===== src/rtl/mpss_pkg.sv =====
// ----------------------------------------------------------------------------
// mpss_pkg
// types and constants shared by the m-psk phase sector slicer
// ----------------------------------------------------------------------------
package mpss_pkg;

	localparam int unsigned XY_W      = 64;
	localparam int unsigned ANGLE_W   = 32;
	localparam int unsigned SYMBOL_W  = 6;
	localparam int unsigned COUNT_W   = 7;
	localparam int unsigned MAX_STAGE = 32;

	localparam logic [COUNT_W-1:0] COUNT_RESET = 7'd4;
	localparam logic [COUNT_W-1:0] COUNT_MAX   = 7'd64;
	localparam logic [COUNT_W-1:0] COUNT_MIN   = 7'd2;
	localparam logic [ANGLE_W-1:0] HALF_TURN   = 32'h8000_0000;

	// atan(2^-i) in units of 2^-32 turn
	localparam logic [ANGLE_W-1:0] ATAN_TURNS [MAX_STAGE] = '{
		32'd536870912, 32'd316933406, 32'd167458907, 32'd85004756,
		32'd42667331,  32'd21354465,  32'd10679838,  32'd5340245,
		32'd2670163,   32'd1335087,   32'd667544,    32'd333772,
		32'd166886,    32'd83443,     32'd41722,     32'd20861,
		32'd10430,     32'd5215,      32'd2608,      32'd1304,
		32'd652,       32'd326,       32'd163,       32'd81,
		32'd41,        32'd20,        32'd10,        32'd5,
		32'd3,         32'd1,         32'd1,         32'd0
	};

	typedef struct packed {
		logic                    valid;
		logic                    zero;
		logic signed [XY_W-1:0]  x;
		logic signed [XY_W-1:0]  y;
		logic [ANGLE_W-1:0]      acc;
	} cordic_t;

endpackage


===== src/rtl/mpss_cordic_stage.sv =====
// ----------------------------------------------------------------------------
// mpss_cordic_stage
// one registered vectoring cordic iteration
// ----------------------------------------------------------------------------
module mpss_cordic_stage #(
	parameter int unsigned STAGE = 0
) (
	input  logic              clk,
	input  logic              arst_n,
	input  logic              en,
	input  mpss_pkg::cordic_t d,
	output mpss_pkg::cordic_t q
);

	logic                           valid_s1;
	mpss_pkg::cordic_t              data_s1;
	mpss_pkg::cordic_t              nxt;
	logic signed [mpss_pkg::XY_W-1:0] dx;
	logic signed [mpss_pkg::XY_W-1:0] dy;

	always_comb begin
		dx        = d.y >>> STAGE;
		dy        = d.x >>> STAGE;
		nxt       = d;
		if (!d.y[mpss_pkg::XY_W-1]) begin
			nxt.x   = d.x + dx;
			nxt.y   = d.y - dy;
			nxt.acc = d.acc + mpss_pkg::ATAN_TURNS[STAGE];
		end else begin
			nxt.x   = d.x - dx;
			nxt.y   = d.y + dy;
			nxt.acc = d.acc - mpss_pkg::ATAN_TURNS[STAGE];
		end
	end

	always_ff @(posedge clk or negedge arst_n) begin
		if (!arst_n) begin
			valid_s1 <= 1'b0;
		end else if (en) begin
			valid_s1 <= d.valid;
		end
	end

	always_ff @(posedge clk) begin
		if (en) begin
			data_s1 <= nxt;
		end
	end

	always_comb begin
		q       = data_s1;
		q.valid = valid_s1;
	end

endmodule


===== config.mk =====
export PLATFORM = sky130hd
export DESIGN_NAME = mpss_cordic_stage
export DESIGN_NICKNAME = d
export VERILOG_FILES = /design/src/rtl/mpss_pkg.sv /design/src/rtl/mpss_cordic_stage.sv
export SDC_FILE = /design/constraint.sdc
export NUM_CORES = 1
export LEC_CHECK = 0
export ABC_CLOCK_PERIOD_IN_PS = 2100
export BUFFER_PORTS_ARGS = -buffer_cell sky130_fd_sc_hd__clkbuf_2
export CAP_MARGIN = 30
export CELL_PAD_IN_SITES_DETAIL_PLACEMENT = 1
export CELL_PAD_IN_SITES_GLOBAL_PLACEMENT = 1
export CORE_AREA = 2 2 209 211
export DETAILED_ROUTE_END_ITERATION = 8
export DIE_AREA = 0 0 211 213
export GPL_TIMING_DRIVEN = 0
export PLACE_DENSITY = 0.78
export SYNTH_ARGS = -nofsm -noshare
export SYNTH_HDL_FRONTEND = slang
export SYNTH_SLANG_ARGS = --single-unit

===== constraint.sdc =====
create_clock -name clk -period 2.1 [get_ports clk]
set_input_delay 0.315 -clock clk [delete_from_list [all_inputs] [get_ports clk]]
set_output_delay 0.315 -clock clk [all_outputs]
set_load 0.01 [all_outputs]

Word-level counts from Yosys, hierarchy flattened
Index checks and enable logic that the tools add are counted.
Storage, ports and cells
  bits in registers: 162
  output and inout bits: 162
  word-level logic and storage cells: 11
Operators by class
  add/subtract/negate cells: 5
  muxes and demuxes: 1
Operators with widths (count)
  160-bit two-way mux: 1
  64-bit subtractor: 2
  64-bit adder: 1
  32-bit by 30-bit adder with 32-bit output, second input constant: 1
  32-bit by 30-bit subtractor with 32-bit output, second input constant: 1

Longest topological paths before layout
  depth in word-level cells: 2
  mapped depth: 15
  gate-level depth less buffers: 14

Worst setup path before layout
Ideal clock, no wire load.
  kind: in2reg
  start point: input port d[34] (netlist bit)
  end point: register data_s1 (netlist bit q[153]), data pin
  library setup time: 267 ps
  arrival time: 3032 ps
  data required time: 1833 ps
  path slack: -1199 ps
  cell stages on the path: 13
  path buffers: 0
  cell sequence: inv_1 > ha_1 > inv_2 > a221o_1 > a221o_1 > a211o_1 > a31o_2 > a31oi_4 > o32ai_1 > o311ai_2 > nor3b_2 > a21oi_1 > xnor2_1
RTL lines
  start, declared: RTL line mpss_cordic_stage.sv:11  | input mpss_pkg::cordic_t d,
  end signal, assigned: RTL line mpss_cordic_stage.sv:46  | data_s1 <= nxt;
  end, declared: RTL line mpss_cordic_stage.sv:16  | mpss_pkg::cordic_t data_s1;

==> metrics.md <==
| Metric | Value |
|---|---|
| # IOs | 327 |
| CTS Buf Count | 17 |
| Count of final setup violators | around 120 |
| Top FF cell, synth | edfxtp_1 |
| Number of I/O port buffers | around 330 |
| Minimum clock period | 3230 ps |
| Clock sink count | 161 |
| CTS tree | yes |
| Critical Path, Cell by Cell | clkbuf_2 -> inv_1 -> ha_4 -> clkbuf_8 -> inv_1 -> a21oi_2 -> nor3_1 -> a2111oi_2 -> nand2_2 -> a21oi_4 -> a31o_4 -> o41a_1 -> o31ai_4 -> a21oi_1 -> xnor2_1 |
| Most frequent cells in the layout | clkbuf_2, a21oi_1, ha_1 |
| Crit path max-delay cell type | a2111oi_2 |
| Total grt overflow | 0 |
| FMAX | 310 MHz |
| Most common library cell in the layout ignoring fill and taps | clkbuf_2 |
| Max Cap Viol | 0 |
| R2R cell count | 1 |
| Core area | 42,700 um^2 |
| Slew Viols, Final | 0 |
| Clock Pin Slew Worst Setup and Hold Paths | 70 ps |
| Routability congestion estimate from global placement | 0.984 |
| Width of the die | around 210 um |
| Worst r2r src | valid_s1$_DFFE_PN0P_ |
| Overall routed net length | roughly 84,000 um |
| Critical path capture point type | register |
| Cell at the root of the clock tree | clkbuf_16 |
| Worst-Skew Late Latency | 470 ps |
| Wire per inst | 27.1 um |
| First-pass GRT wire length | between 100,000 and 150,000 um |
| Synth-to-Final Area Change | 45.6% |
| Violated checks | negative setup slack |
| DP HPWL | 62,900 um |
| Vias | 19.0k |
| Max rail drop VDD | 0.364 mV |
| R2r setup slk | 1360 ps |
| Starting Density | 0.394 |
| M2 GR Usage | 0.563 |
| CP required | 2320 ps |
| Final setup margin | -1130 ps |
| Largest net degree at the start of global routing | 99 |
| Final Cycle Share | 1.54 |
| Syn_area_per_cell | 8.25 um^2 |
| Run status | complete, but fails checks |
| Worst Hold Path Cells | 1 |
| Final net count | between 2k and 3k |
| Number of global-route vias before repair | ~19k |
| H-tree Lvls | 4 |
| CTS Buffer Depth | 2 |
| Met3 Track Usage GR | 0.0662 |
| Post-synth cell types | between 70 and 80 |
| Layout Skew | 0 ps |
| RSZ-0062 raised after global routing | true |
| Die area | 44,900 um^2 |
| Most Crowded Layer GR | met2 |
| CP max FO | 10 |
| Total nets after synthesis | 2,413 |
| Layout cells sized above 1 | 0.379 |
| Row count | 76 |
| Worst reg2reg endpoint | valid_s1$_DFFE_PN0P_ |
| Slew @ Worst Pin | 1140 ps |
| Register area | ~4800 um^2 |
| Ys async rst share | 0.00621 |
| Max_slew headroom | 0.240 |
| Die Ht | 213 um |
| Fin util | 0.573 |
| Met1 Use GR | 0.490 |
| DRC | 0 |
| CP peak stage delay | around 380 ps |
| Hold_ws | 14.8 ps |
| Final hold violation count | 0 |
| Drt first pass iters | 6 |
| Post-place setup slack | -2650 ps |
| Initial antenna violation count | 8 |
| Number of routed nets with antenna violations | 0 |
| CP top delay family | compound AO/OA/AOI/OAI gates |
| Yosys reg bits | 161 |
| Initial drt markers | 1,789 |
| Area post-placement | 19,900 um^2 |
| CP arrival | ~3400 ps |
| CP endpoint | q[88]$_DFFE_PP_ |
| Syn Std Cell Area | about 17,000 um^2 |
| Pwr/cell area | roughly 610 nW/um^2 |
| Crit start category | primary input |
| P_leak | 10.3 nW |
| Post-DR vias/cell | 6.12 |
| Worst Path Buf+Inv | 4 |
| Syn Inst Count | 2,038 |
| Multi-input logic area | 13,700 um^2 |
| Total GRT Usage | 0.354 |
| Total power | 15.0 mW |
| Yosys warning count | 0 |
| Hold Path Class | primary input to register |
| CP Launch Point | d[45] |
| Most frequent CP cell | inv_1 |
| Number of synthesized flops with an enable pin | 160 |
| Levels on crit path | 15 |
| Design Area, Final | approximately 24,000 um^2 |
| Sequential-to-total area share from yosys stat | 0.287 |
| Kind of critical path | primary input to register |
| Fillers | around 4.8k |
## worst min-delay path by stage
stage | from | to | slack, ps
finish | d[15] | q[15]$_DFFE_PP_ | 10
global route | d[15] | q[15]$_DFFE_PP_ | 5
CTS | d[14] | q[14]$_DFFE_PP_ | 0.4
detailed placement | arst_n | valid_s1$_DFFE_PN0P_ | 90
global placement | arst_n | valid_s1$_DFFE_PN0P_ | 90
floorplan | arst_n | valid_s1$_DFFE_PN0P_ | 20
## area by class of cell
class,instances,share of cell area
diodes,1,0.000102
plain buffers,85,0.0251
clock buffers,18,0.0179
clock inverters,14,0.00690
inverters,197,0.0318
multi-input cells,1587,0.560
flip-flops and latches,161,0.197
well taps,546,0.0279
repair buffers,490,0.133
## synth_stat cells (7+ instances only)
master | count | share of area
o21a_1 | 22 | 0.0098
or3_1 | 11 | 0.0041
a31oi_1 | 19 | 0.0071
o21bai_1 | 58 | 0.026
and3_1 | 11 | 0.0041
nand3_1 | 35 | 0.010
o31ai_1 | 33 | 0.015
edfxtp_1 | 160 | 0.29
nor2_1 | 160 | 0.036
nor2b_1 | 24 | 0.0089
inv_1 | 188 | 0.042
ha_1 | 206 | 0.15
nand2b_1 | 11 | 0.0041
o221ai_1 | 9 | 0.0047
o21ai_0 | 140 | 0.042
clkbuf_1 | 69 | 0.015
nor4_1 | 26 | 0.0097
nand2_1 | 116 | 0.026
xnor2_1 | 119 | 0.062
a21oi_1 | 295 | 0.088
a221oi_1 | 8 | 0.0042
and2_1 | 7 | 0.0026
a21o_1 | 45 | 0.020
a21boi_0 | 10 | 0.0045
a211oi_1 | 19 | 0.0085
nor3_1 | 34 | 0.010
o211ai_1 | 12 | 0.0054
buf_1 | 19 | 0.0042
mux2i_1 | 25 | 0.015
nand4_1 | 29 | 0.011
xor2_1 | 7 | 0.0036
## per-layer routing
layer  part of all wire  vias to the layer above
met5            0.00093                        -
met4              0.035                       12
met3              0.083                      212
met2               0.45                      984
met1               0.43                     9405
li1                   -                     8355
## report_power, final
part,total [mW],leakage [nW],internal [mW],switching (mW)
Clock,3.28,0.290,1.62,1.65
Sequential,4.36,1.58,4.20,0.155
Combinational,7.34,8.43,2.83,4.51
Total,15.0,10.3,8.65,6.32
## flip-flops by register name, summed over array words and instances (netlist names)
| register | cells |
|---|---|
| q | 160 |
| valid_s1 | 1 |
## kinds of logic after synthesis
logic type      share of synthesized area
buf+inv                            0.0654
compound gates                      0.271
flops                               0.287
mux                                0.0162
fa+ha+maj                           0.158
xor+xnor                           0.0656
simple gates                        0.136
## metrics by stage
stage	TNS, ps	std cells
floorplan	-58240	2038
global placement	-429030	2909
detailed placement	-181750	2919
CTS	-68330	3040
global route	-88090	3098
finish	-82640	3099
## timing repair
action | CTS | global route
setup buffers | 76 | 62
gates resized for setup | 426 | 189
hold buffers | 21 | 0
pin swaps | 135 | 113
endpoints found under the setup margin | 122 | 119
hold endpoints to repair | 21 | 0
Power figures use the tool's default switching activity.
