File: src/rtl/mpss_pkg.sv
// ----------------------------------------------------------------------------
// mpss_pkg
// types and constants shared by the m-psk phase sector slicer
// ----------------------------------------------------------------------------
package mpss_pkg;

	localparam int unsigned XY_W      = 64;
	localparam int unsigned ANGLE_W   = 32;
	localparam int unsigned SYMBOL_W  = 6;
	localparam int unsigned COUNT_W   = 7;
	localparam int unsigned MAX_STAGE = 32;

	localparam logic [COUNT_W-1:0] COUNT_RESET = 7'd4;
	localparam logic [COUNT_W-1:0] COUNT_MAX   = 7'd64;
	localparam logic [COUNT_W-1:0] COUNT_MIN   = 7'd2;
	localparam logic [ANGLE_W-1:0] HALF_TURN   = 32'h8000_0000;

	// atan(2^-i) in units of 2^-32 turn
	localparam logic [ANGLE_W-1:0] ATAN_TURNS [MAX_STAGE] = '{
		32'd536870912, 32'd316933406, 32'd167458907, 32'd85004756,
		32'd42667331,  32'd21354465,  32'd10679838,  32'd5340245,
		32'd2670163,   32'd1335087,   32'd667544,    32'd333772,
		32'd166886,    32'd83443,     32'd41722,     32'd20861,
		32'd10430,     32'd5215,      32'd2608,      32'd1304,
		32'd652,       32'd326,       32'd163,       32'd81,
		32'd41,        32'd20,        32'd10,        32'd5,
		32'd3,         32'd1,         32'd1,         32'd0
	};

	typedef struct packed {
		logic                    valid;
		logic                    zero;
		logic signed [XY_W-1:0]  x;
		logic signed [XY_W-1:0]  y;
		logic [ANGLE_W-1:0]      acc;
	} cordic_t;

endpackage

File: src/rtl/mpss_slicer.sv
// ----------------------------------------------------------------------------
// mpss_slicer
// rounds the angle to phase_turns and decides the sector, three stages
// ----------------------------------------------------------------------------
module mpss_slicer #(
	parameter int unsigned PHASE_BITS = 16
) (
	input  logic                            clk,
	input  logic                            arst_n,
	input  logic                            en,
	input  logic [mpss_pkg::COUNT_W-1:0]    phase_count,
	input  mpss_pkg::cordic_t               d,
	output logic                            valid,
	output logic [PHASE_BITS-1:0]           phase_turns,
	output logic [mpss_pkg::SYMBOL_W-1:0]   symbol
);

	localparam int unsigned SHIFT = mpss_pkg::ANGLE_W - PHASE_BITS;
	localparam int unsigned T_W   = PHASE_BITS + 8;
	localparam int unsigned S_W   = PHASE_BITS + 9;
	localparam logic [mpss_pkg::ANGLE_W:0] HALF_LSB =
		(SHIFT > 0) ? ((mpss_pkg::ANGLE_W+1)'(1) << (SHIFT - 1)) : '0;
	localparam logic [S_W-1:0] UNIT = S_W'(1) << PHASE_BITS;

	logic [mpss_pkg::ANGLE_W:0]   rsum;
	logic [mpss_pkg::COUNT_W-1:0] m_c;
	logic [S_W-1:0]               t_ext;
	logic [S_W-1:0]               ksum;
	logic [7:0]                   k;
	logic [mpss_pkg::SYMBOL_W-1:0] sym_c;

	logic                          valid_s1, valid_s2, valid_s3;
	logic [PHASE_BITS-1:0]         phase_s1, phase_s2, phase_s3;
	logic [T_W-1:0]                t_s2;
	logic [mpss_pkg::COUNT_W-1:0]  m_s2;
	logic                          low_s2;
	logic [mpss_pkg::SYMBOL_W-1:0] sym_s3;

	// round half up and wrap
	assign rsum = {1'b0, d.acc} + HALF_LSB;

	always_comb begin
		m_c   = (phase_count > mpss_pkg::COUNT_MAX) ? mpss_pkg::COUNT_MAX : phase_count;
		t_ext = {1'b0, t_s2};
		ksum  = t_ext + UNIT - S_W'(1);
		k     = ksum[S_W-1 -: 8];
		sym_c = k[mpss_pkg::SYMBOL_W-1:0];
		if (low_s2 || (t_ext <= UNIT) || (k >= {1'b0, m_s2})) begin
			sym_c = '0;
		end
	end

	always_ff @(posedge clk or negedge arst_n) begin
		if (!arst_n) begin
			valid_s1 <= 1'b0;
			valid_s2 <= 1'b0;
			valid_s3 <= 1'b0;
		end else if (en) begin
			valid_s1 <= d.valid;
			valid_s2 <= valid_s1;
			valid_s3 <= valid_s2;
		end
	end

	always_ff @(posedge clk) begin
		if (en) begin
			phase_s1 <= d.zero ? '0 : rsum[SHIFT +: PHASE_BITS];
			phase_s2 <= phase_s1;
			t_s2     <= T_W'(phase_s1) * T_W'({m_c, 1'b0});
			m_s2     <= m_c;
			low_s2   <= (m_c < mpss_pkg::COUNT_MIN);
			phase_s3 <= phase_s2;
			sym_s3   <= sym_c;
		end
	end

	assign valid       = valid_s3;
	assign phase_turns = phase_s3;
	assign symbol      = sym_s3;

endmodule

File: config.mk
export PLATFORM = sky130hd
export DESIGN_NAME = mpss_slicer
export DESIGN_NICKNAME = d
export VERILOG_FILES = /design/src/rtl/mpss_pkg.sv /design/src/rtl/mpss_slicer.sv
export SDC_FILE = /design/constraint.sdc
export NUM_CORES = 1
export LEC_CHECK = 0
export BUFFER_PORTS_ARGS = -buffer_cell sky130_fd_sc_hd__buf_2
export CAP_MARGIN = 5
export CELL_PAD_IN_SITES_DETAIL_PLACEMENT = 1
export CELL_PAD_IN_SITES_GLOBAL_PLACEMENT = 2
export CORE_MARGIN = 5
export CORE_UTILIZATION = 36
export DETAILED_ROUTE_END_ITERATION = 8
export HOLD_SLACK_MARGIN = 0.15
export PLACE_DENSITY_LB_ADDON = 0.1
export SYNTH_ARGS = -nofsm -noshare
export SYNTH_HDL_FRONTEND = slang
export SYNTH_SLANG_ARGS = --single-unit
File: constraint.sdc
create_clock -name clk -period 9.5 [get_ports clk]
set_input_delay 0.475 -clock clk [delete_from_list [all_inputs] [get_ports clk]]
set_output_delay 0.475 -clock clk [all_outputs]
set_load 0.01 [all_outputs]
After elaboration in Yosys (flattened, before gate mapping)
Index checks and enable logic that the tools add are counted.
{"block": "word_totals", "reg_bits": 88, "in_bits": 172, "output_inout_bits": 23, "elab_cells": 21}
{"block": "classes", "addsub": 3, "n_mul": 1, "magnitude_cmp": 4, "muxes": 1, "n_reduce_logical": 2}
{"operator": "$add 32x16->32 const B", "count": 1}
{"operator": "$add 24x17->25 const B", "count": 1}
{"operator": "$sub 25x1->25 const B", "count": 1}
{"operator": "$le 24x17->1 const B", "count": 1}
{"operator": "$mul 16x7->23", "count": 1}
{"operator": "$ge 8x7->1", "count": 1}
{"operator": "$gt 7x7->1 const B", "count": 1}
{"operator": "$lt 7x2->1 const B", "count": 1}
{"operator": "$mux 7", "count": 1}
{"operator": "$logic_or 1x1->1", "count": 2}

Logic depth before layout (Yosys ltp)
{"block": "logic_depth", "depth_word": 4, "ltp_mapped": 17, "mapped_depth_nobuf": 16}

Worst setup path before layout
OpenSTA, ideal clock, no wires.
{"block": "synth_timing", "path_type": "input port to flip-flop", "from": "input phase_count[6] (netlist name)", "to": "register t_s2[19], data pin", "setup_ps": 265, "arrival_time_ps": 4714, "required_time_ps": 9235, "slack_ps": 4521, "path_stages": 16, "n_path_buf": 2, "cell_sequence": "clkbuf_1 -> nor2b_1 -> clkbuf_1 -> and2_1 -> fa_1 -> fa_1 -> fa_1 -> inv_1 -> fa_1 -> inv_1 -> ha_1 -> and2_1 -> a22o_1 -> a311oi_1 -> o21ai_0 -> xor2_1"}
{"block": "synth_via", "elab_chain_len": 3}
{"item": "start: declaration", "line": "mpss_slicer.sv:11", "rtl": "input logic [mpss_pkg::COUNT_W-1:0] phase_count,"}
{"item": "$gt 7x7->1", "line": "mpss_slicer.sv:43", "rtl": "m_c = (phase_count > mpss_pkg::COUNT_MAX) ? mpss_pkg::COUNT_MAX : phase_count;"}
{"item": "$mux 7", "line": "mpss_slicer.sv:43"}
{"item": "named net m_c (one bit)", "line": "mpss_slicer.sv:26", "rtl": "logic [mpss_pkg::COUNT_W-1:0] m_c;"}
{"item": "$mul 16x7->23", "line": "mpss_slicer.sv:69", "rtl": "t_s2 <= T_W'(phase_s1) * T_W'({m_c, 1'b0});"}
{"item": "end signal: assignment", "line": "mpss_slicer.sv:69"}
{"item": "end: declaration", "line": "mpss_slicer.sv:34", "rtl": "logic [T_W-1:0] t_s2;"}
The timed path passes the listed nets, and every way through them passes these cells.
A chain may end at the register's enable or synchronous reset.

Final worst setup path
{"block": "layout_timing", "from": "input phase_count[6] (netlist name)", "to": "register t_s2[23], data pin"}
{"block": "layout_via", "elab_chain_len": 3}
{"item": "$gt 7x7->1", "line": "mpss_slicer.sv:43"}
{"item": "$mux 7 (*)", "line": "mpss_slicer.sv:43"}
{"item": "$mul 16x7->23 (*)", "line": "mpss_slicer.sv:69"}
Every way passes the cells marked *; elsewhere a longest branch is shown, timed or not.

==> flow_summary.yaml <==
sta:
  setup_slack_ns: 4.054
  period_minus_slack_ns: 5.446
  whs_ns: 0.3487
  hold_violations: 0
  rsz0062_at_grt: "no"
  worst_pin_slew_ns: 1.110
  fin_setup_tns_ns: 0
  slew_viol_final: 0
  fin_crit_sh_pct: 57.32
  maxSlewHeadroom_pct: 25.97
  setup_violations: 0
  max_freq_mhz: 183.6
  fin_skew_ns: 0.008846
worst_setup_path:
  required_ns: 9.58
  cp-end-kind: "flip-flop"
  worstSetupPathType: "primary input to flip-flop"
  critPathMaxFanout: 24
  critPathTopFamily: "adder cells"
  slowest_delay_ns: 0.81
  crit_top_cell: "fa_1"
  reg2reg_slack_ns: 4.72
  cp-start-kind: "primary input"
  critPathBufInv: 3
  timing.rr.start: "phase_s1[9]"
  crit_chain: "buf_2, nor2b_2, and2_1, fa_1, fa_1, fa_1, inv_1, fa_1, inv_1, ha_1, a21o_1, a211oi_1, o32ai_1, a311oi_1, o311ai_1"
  ff2ff_path_depth: 13
  crit_slowest_cell: "nor2b_2"
  worst_r2r_endpoint: "t_s2[23]"
  critPathArrivalTime_ns: 5.52
synthesis:
  ys_types: 57
  synth_cells: 638
  async_flop_share_pct: 3.409
  synth.area.top_cells: "edfxtp_1 (36%), fa_1 (19%), ha_1 (8.6%), and2_1 (7.6%), inv_1 (4.0%)"
  synth_top_area_share_pct: 35.97
  synth_nets: 928
  ys.warnings.count: 0
  synth-seq-area-share_pct: 37.03
  synth_area_um2: 7096
  synth-edff-count: 85
  netlist_top_cells_count: "and2_1 (86), edfxtp_1 (85), inv_1 (76), fa_1 (69), nand2_1 (50)"
  synth-main-ff-cell: "edfxtp_1"
  synth_top_area_cell: "edfxtp_1"
  yosysMostFrequentCell: "and2_1"
  syn_avg_cell_area_um2: 11.12
  synth_seq_cells: 88
route:
  firstDrtPassIters: 4
  routed_wl_mm: 15.83
  drc: 0
  antenna_left: 0
  num_vias: 4744
  routed_via_density: 4.947
  drt_first_iter_violations: 136
  routedWlPerCell_um: 16.51
cts:
  clk_pin_slew_worst_paths_ns: 0.07
  clock-root-buffer: "clkbuf_16"
  cts_tree: "done"
  cts_buffer_depth: 2
  clk_latency_ns: 0.35
  post_cts_resized: 0
  cts_hold_buf: 1
  clock_sinks: 88
  cts_setup_buffers: 0
  htree_levels: 3
  cts_inserted_buffers: 9
finish:
  synthToLayoutAreaGrowth_pct: 12.04
  instances_no_fill: 959
  drive_above_1_share_pct: 12.70
  nNetsFinal: 978
power:
  leakagePower_nw: 3.515
  ir_drop_v: 0.0001051
  power.total_mw: 1.534
  p_per_area_nw_per_um2: 192.9
worst_hold_path:
  min_from: "d[161]"
  hold_class: "primary input to flip-flop"
  holdPathStages: 2
  min_to: "valid_s1"
placed_design:
  dp_hpwl_mm: 11.79
  place.gp.congestion: 0.7914
  dp_slack_ns: 3.576
  numPlacedInstances: 941
  io_buffers: 51
outcome:
  status: "finished clean"
grt:
  grt_max_degree: 89
  grt_pass1_wl_mm: 27.00
  use_met2_pct: 26.60
  grt_pass1_vias: 5322
  grt_use_met3_pct: 2.197
  antenna_found_initial: 0
  gr-usage-all-layers_pct: 15.33
  grt_overflow: 0
  top_usage_layer: "met2"
  globalRouteMet1Util_pct: 19.71
floorplanning:
  pin_count: 195
  core-area_um2: 19460
  die-height_um: 150.4
  initial_core_util_pct: 36.46
  row_count: 51
  dieWidth_um: 150.4
  fp.dieArea_um2: 22620
flow_run:
  maxCapViolCount: 0
[sequential cells by signal (all words and copies together), names as in the netlist]
name / count
low_s2: 1
m_s2: 7
phase_s1: 16
phase_s2: 16
phase_turns: 16
symbol: 6
t_s2: 23
valid: 1
valid_s1: 1
valid_s2: 1
[metrics by stage]
step	instance area [µm²]	utilization [%]
finish	7950	40.85
global route	7948	40.84
CTS	7948	40.84
detailed placement	7635	39.23
global placement	7635	39.23
floorplan	7096	-
[cell families after synthesis]
logic type | after synthesis | synth area share (%)
XOR/XNOR | 36 | 4.444
flip-flops | 88 | 37.03
multiplexers | 5 | 0.7582
buffers and inverters | 94 | 5.290
AO/OA/AOI/OAI | 76 | 7.547
AND/OR/NAND/NOR | 221 | 16.82
adder cells (fa/ha/maj) | 118 | 28.11
[area by class of cell]
type / instances / area, µm²
diodes: 1 / 2.502
well taps: 265 / 331.6
clock inverters: 7 / 77.57
flip-flops and latches: 88 / 2628
multi-input cells: 456 / 4095
clock buffers: 9 / 225.2
repair buffers: 57 / 305.3
fillers: 2158 / 11510
inverters: 76 / 285.3
[how the worst max path moves through the flow]
stage / to / slack [ns] / from / cells after the start
6_report: t_s2[23] / 4.05 / phase_count[6] / 15
5_1_grt: t_s2[19] / 3.66 / phase_count[6] / 16
4_1_cts: t_s2[21] / 3.96 / phase_count[6] / 16
3_5_place_dp: t_s2[23] / 3.58 / phase_count[6] / 15
3_3_place_gp: t_s2[19] / 3.59 / phase_count[6] / 15
2_1_floorplan: t_s2[19] / 4.52 / phase_count[6] / 16
[worst reg2reg max path: stages, from the launching register on]
cell and delay [ns]:
edfxtp_1 0.52, and2_1 0.24, fa_1 0.50, fa_1 0.51, fa_1 0.54, inv_1 0.06, fa_1 0.52, inv_1 0.04
ha_1 0.41, a21o_1 0.26, a211oi_1 0.35, o32ai_1 0.15, a311oi_1 0.25, o311ai_1 0.16
[metal layers]
layer,part of all wire (%),vias to the layer above
met2,49,74
met1,46,2391
met4,1.7,0
met3,3.1,17
li1,-,2262
met5,0,-
[power breakdown]
group          internal (mW)  switching, mW
registers              0.514         0.0384
logic                  0.256          0.355
clock network          0.207          0.163
total                  0.977          0.557
[layout by cell type, fill, tap and decap left out, drive strengths merged, types with 5 or more instances in the layout]
cell type,count
and2,88
edfxtp,85
inv,79
fa,69
buf,56
nand2,50
ha,49
nor2,22
xnor2,21
a21oi,18
xor2,15
nand3,12
nor2b,12
a21o,11
o21ai,10
clkbuf,9
nor3,8
nand4,6
o211ai,6
a211oi,6
and3,6
nor4,5
(Power assumes the default switching activity.)
